## src/hdl/wdh_cell.sv

```systemverilog
// one window cell: holds a north/east position and passes it on when a sample is taken
module wdh_cell #(
  parameter int POSITION_BITS = 20
) (
  input  logic                            clk,
  input  logic                            rst_n,
  input  logic                            shift_en,
  input  logic signed [POSITION_BITS-1:0] north_in,
  input  logic signed [POSITION_BITS-1:0] east_in,
  output logic signed [POSITION_BITS-1:0] north_out,
  output logic signed [POSITION_BITS-1:0] east_out
);

  logic signed [POSITION_BITS-1:0] north_r, north_nxt;
  logic signed [POSITION_BITS-1:0] east_r, east_nxt;

  always_comb begin
    north_nxt = shift_en ? north_in : north_r;
    east_nxt  = shift_en ? east_in  : east_r;
  end

  // window starts from the origin
  always_ff @(posedge clk) begin
    if (!rst_n) begin
      north_r <= '0;
      east_r  <= '0;
    end else begin
      north_r <= north_nxt;
      east_r  <= east_nxt;
    end
  end

  assign north_out = north_r;
  assign east_out  = east_r;

endmodule

```

## config.mk

```make
export PLATFORM = sky130hd
export DESIGN_NAME = wdh_cell
export DESIGN_NICKNAME = d
export VERILOG_FILES = /design/src/hdl/wdh_cell.sv
export SDC_FILE = /design/constraint.sdc
export NUM_CORES = 1
export LEC_CHECK = 0
export BUFFER_PORTS_ARGS = -buffer_cell sky130_fd_sc_hd__buf_4
export CORE_MARGIN = 2
export CORE_UTILIZATION = 25
export DETAILED_ROUTE_END_ITERATION = 10
export GPL_TIMING_DRIVEN = 0
export SYNTH_ARGS = -nofsm -noshare
export SYNTH_HDL_FRONTEND = slang
export SYNTH_SLANG_ARGS = --single-unit
```

## constraint.sdc

```tcl
create_clock -name clk -period 0.91 [get_ports clk]
set_clock_uncertainty 0.1 [all_clocks]
set_input_delay 0.091 -clock clk [delete_from_list [all_inputs] [get_ports clk]]
set_output_delay 0.091 -clock clk [all_outputs]
set_load 0.03 [all_outputs]
```

# == Yosys cells after proc, flatten, opt, wreduce, memory -nomap -nowiden ==
# Cells that the tools add are included.
# W data, S select, Z words.
# word_totals
input_bits,43
word_cells,2
out_inout_bits,40
reg_bits,40

# == Depth between registers and ports, before layout ==
# depth
word_depth,0
mapped_depth,4
ltp_nobuf,2

# == Least setup slack after synthesis ==
# Ideal clock, no wire load.
# synth_path
path_kind,register -> register
start,register east_out[0] (netlist name)
end,"register east_r[0], in the netlist east_out[0]"
period_less_slack_ps,851
stages_incl_launch_ff,3
n_path_buf,0
required_time_ps,745
setup_time_ps,65
setup_slack_ps,59
t_arrival_ps,686
cell_sequence,dfxtp_1 -> mux2i_1 -> nor2b_1
# synth_lines
element,line_no,rtl
end signal: assignment,29,east_r <= east_nxt;
end: declaration,15,"logic signed [POSITION_BITS-1:0] east_r, east_nxt;"

# == Final worst setup path ==
# layout_path
start,"register north_r[18], in the netlist north_out[18]"
end,output port north_out[18]
# layout_lines
element,line_no,rtl
start: declaration,14,"logic signed [POSITION_BITS-1:0] north_r, north_nxt;"
start signal: assignment,28,north_r <= north_nxt;
end: declaration,10,"output logic signed [POSITION_BITS-1:0] north_out,"
# No word-level cell between the ends.

==> metrics.md <==
| Metric | Value |
|---|---|
| Status | `finished, violations left` |
| Violated checks | `negative setup slack` |
| Cells after synthesis | `129` |
| Number of max-capacitance violations reported | `0` |
| Clock Latency Late Sink | `0.28 ns` |
| Worst min path class | `primary input to flop` |
| Critical path depth in cells | `1` |
| Vias in the first global route | `1438` |
| Die outline area | `0.006878 mm2` |
| Pins over their slew limit | `0` |
| CP Buf/Inv Count | `1` |
| Final setup violation count | `41` |
| Final-stage net count | `300` |
| Final estimated routing congestion in global placement | `0.6852` |
| CTS tree | `done` |
| Largest cells by area after synthesis | `dfxtp_1 51%, mux2i_1 26%, nor2b_1 16%` |
| Grt ovf | `0` |
| Total routing resource utilization after global routing | `11.55%` |
| Maximum buffer depth of the clock tree | `2` |
| Count of H-tree levels built during CTS | `2` |
| Maximum operating frequency | `1.056 GHz` |
| Worst path top cell family by delay | `flip-flops` |
| Final instance area | `0.002969 mm2` |
| Launching element type of the critical path | `flop` |
| Syn-to-layout area delta | `90.60%` |
| CTS clk-pin slew, worst paths | `0.08 ns` |
| Final-layout fill cell count | `548` |
| Die outline width | `82.94 um` |
| Pin count of the biggest net entering global routing | `12` |
| Number of warnings issued by yosys | `0` |
| Final Critical Period | `0.9466 ns` |
| Area of placed instances | `0.002252 mm2` |
| Leakage dissipation | `0.001404 uW` |
| Peak per-stage delay on the critical path | `0.34 ns` |
| Number of clock buffers inserted by TritonCTS | `5` |
| Antenna violations before repair | `0` |
| Area taken by multi-input logic gates | `654.4 um2` |
| Total half-perimeter wirelength after legalization and detailed placement | `2346 um` |
| Initial Util | `26.16%` |
| Average routed wire per standard cell | `11.70 um` |
| Clock tree sinks | `40` |
| Number of antenna-violating nets in the routed design | `0` |
| Post-Syn Area per Cell | `12.08 um2` |
| Drt drc | `0` |
| Worst relative slew slack | `74.13%` |
| Initial DRC count | `20` |
| Slack of the critical path | `-0.03662 ns` |
| Total via count in the routed design | `1330` |
| Number of placed cells counting well taps | `284` |
| Crit end category | `output port` |
| Power density normalized to cell area | `1403 mW/mm2` |
| Average vias per placed instance | `3.994` |
| Slew at the pin closest to its max-slew limit | `0.3881 ns` |
| CP max-delay cell | `dfxtp_2` |
| Root Buffer | `clkbuf_8` |
| Synth cell types | `6` |
| Finished Core Util | `49.85%` |
| Area occupied by registers | `850.8 um2` |
| Worst setup path startpoint | `north_out[18]$_SDFFE_PN0P_` |
| Startpoint of the worst-slack reg-to-reg timing path | `north_out[4]$_SDFFE_PN0P_` |
| Crit Path Class | `flop to output port` |
| Die H | `82.94 um` |
| Min-Delay Startpoint | `rst_n` |
| I/O pin cnt | `83` |
| Data required time at the worst endpoint | `0.72 ns` |
| Number of cell instances on the worst register-to-register path | `3` |
| Synth Net Count | `172` |
| Non-filler cells, final | `333` |
| Worst endpoint data arrival time | `0.76 ns` |
| RSZ-0062 raised after global routing | `yes` |
| Dominant cell type by area after synthesis | `dfxtp_1` |
| Post-synthesis sequential area ratio | `51.41%` |
| Layout cell share with drive strength beyond 1 | `51.55%` |
| Summed instance area of the synthesized netlist | `0.001558 mm2` |
| Initial DRT Pass Iterations | `4` |
| Period utilization | `104.0%` |
| List of cells traversed by the critical path | `buf_6` |
| Maximum fanout along the worst path | `2` |
| Count of endpoints failing hold in the final timing report | `0` |
| Maximum VDD drop | `0.0007004 V` |
| Core box area | `0.005956 mm2` |
| Share of Yosys cell area claimed by the top area cell type | `51.41%` |
| Global-route wire length before repair | `6541 um` |
| #FFs+latches synth | `40` |
| Final WL | `3895 um` |
| Number of inserted diodes | `0` |
| Number of rows created at floorplan | `28` |
| Cell depth of the worst min-delay path | `2` |
| Count of port buffers added during placement | `80` |
==> power breakdown <==
group / total (uW) / internal [uW] / switching, uW
logic: 1020 / 588 / 429
registers: 1950 / 1880 / 71.3
clock network: 1200 / 619 / 584
==> stage by stage <==
| step | setup TNS [ns] | setup slack (ns) | power (uW) | hold WS [ns] |
|---|---|---|---|---|
| floorplan | 0 | 0.05852 | 2415 | 0.1605 |
| global placement | 0 | 0.07400 | 2748 | 0.2460 |
| detailed placement | 0 | 0.06342 | 2756 | 0.2567 |
| CTS | -1.764 | -0.05196 | 4229 | 0.09940 |
| global route | -2.634 | -0.07752 | 4395 | 0.1164 |
| finish | -1.108 | -0.03662 | 4167 | 0.08419 |
==> synthesized netlist by cell type <==
master and count:
buf_6 1, clkbuf_1 4, mux2i_1 40, buf_12 4
nor2b_1 40, dfxtp_1 40
==> placed cells by master, fill, tap and decap left out, drive strengths merged <==
master | Yosys | layout
mux2i | 40 | 40
buf | 5 | 86
nor2b | 40 | 40
dfxtp | 40 | 40
dlygate4sd3 | 0 | 34
dlymetal6s4s | 0 | 6
clkbuf | 4 | 12
==> sequential cells by signal, summed over array words and instances, names as in the netlist <==
| name | count |
|---|---|
| north_out | 20 |
| east_out | 20 |
==> cell type report <==
type,count,area share (%)
timing repair buffer,121,39.53
sequential,40,28.66
multi-input combinational,80,22.04
buffer,9,3.582
tap,75,3.161
clock buffer,8,3.034
==> metal layers <==
layer | vias to the layer above | track usage (%) | share of wire (%)
met5 | - | 0 | 0
met4 | 0 | 5.216 | 2.7
met3 | 11 | 2.982 | 6.5
met2 | 51 | 19.65 | 49
met1 | 591 | 13.60 | 41
li1 | 677 | - | -
==> kinds of logic (layout without fill, tap and decap cells) <==
group                  count (synthesis)  after routing  share of synthesized area [%]
buffers and inverters                  9            138                          6.827
DFF                                   40             40                          51.41
muxes                                 40             40                          25.70
and+or+nand+nor                       40             40                          16.06
==> final timing paths <==
kind,slack [ns],end
worst max register to register,0.06,north_out[4]$_SDFFE_PN0P_
worst min-delay path,0.08,east_out[9]$_SDFFE_PN0P_
worst min register to register,0.42,east_out[15]$_SDFFE_PN0P_
worst max-delay path,-0.04,north_out[18]
==> timing repair <==
item,in CTS,in global routing
buffers inserted,0,1
resized for setup,80,7
hold endpoints to repair,40,0
endpoints found under the setup margin,40,46
hold buffers,40,0
No activity file was read; power rests on OpenSTA's default activity.
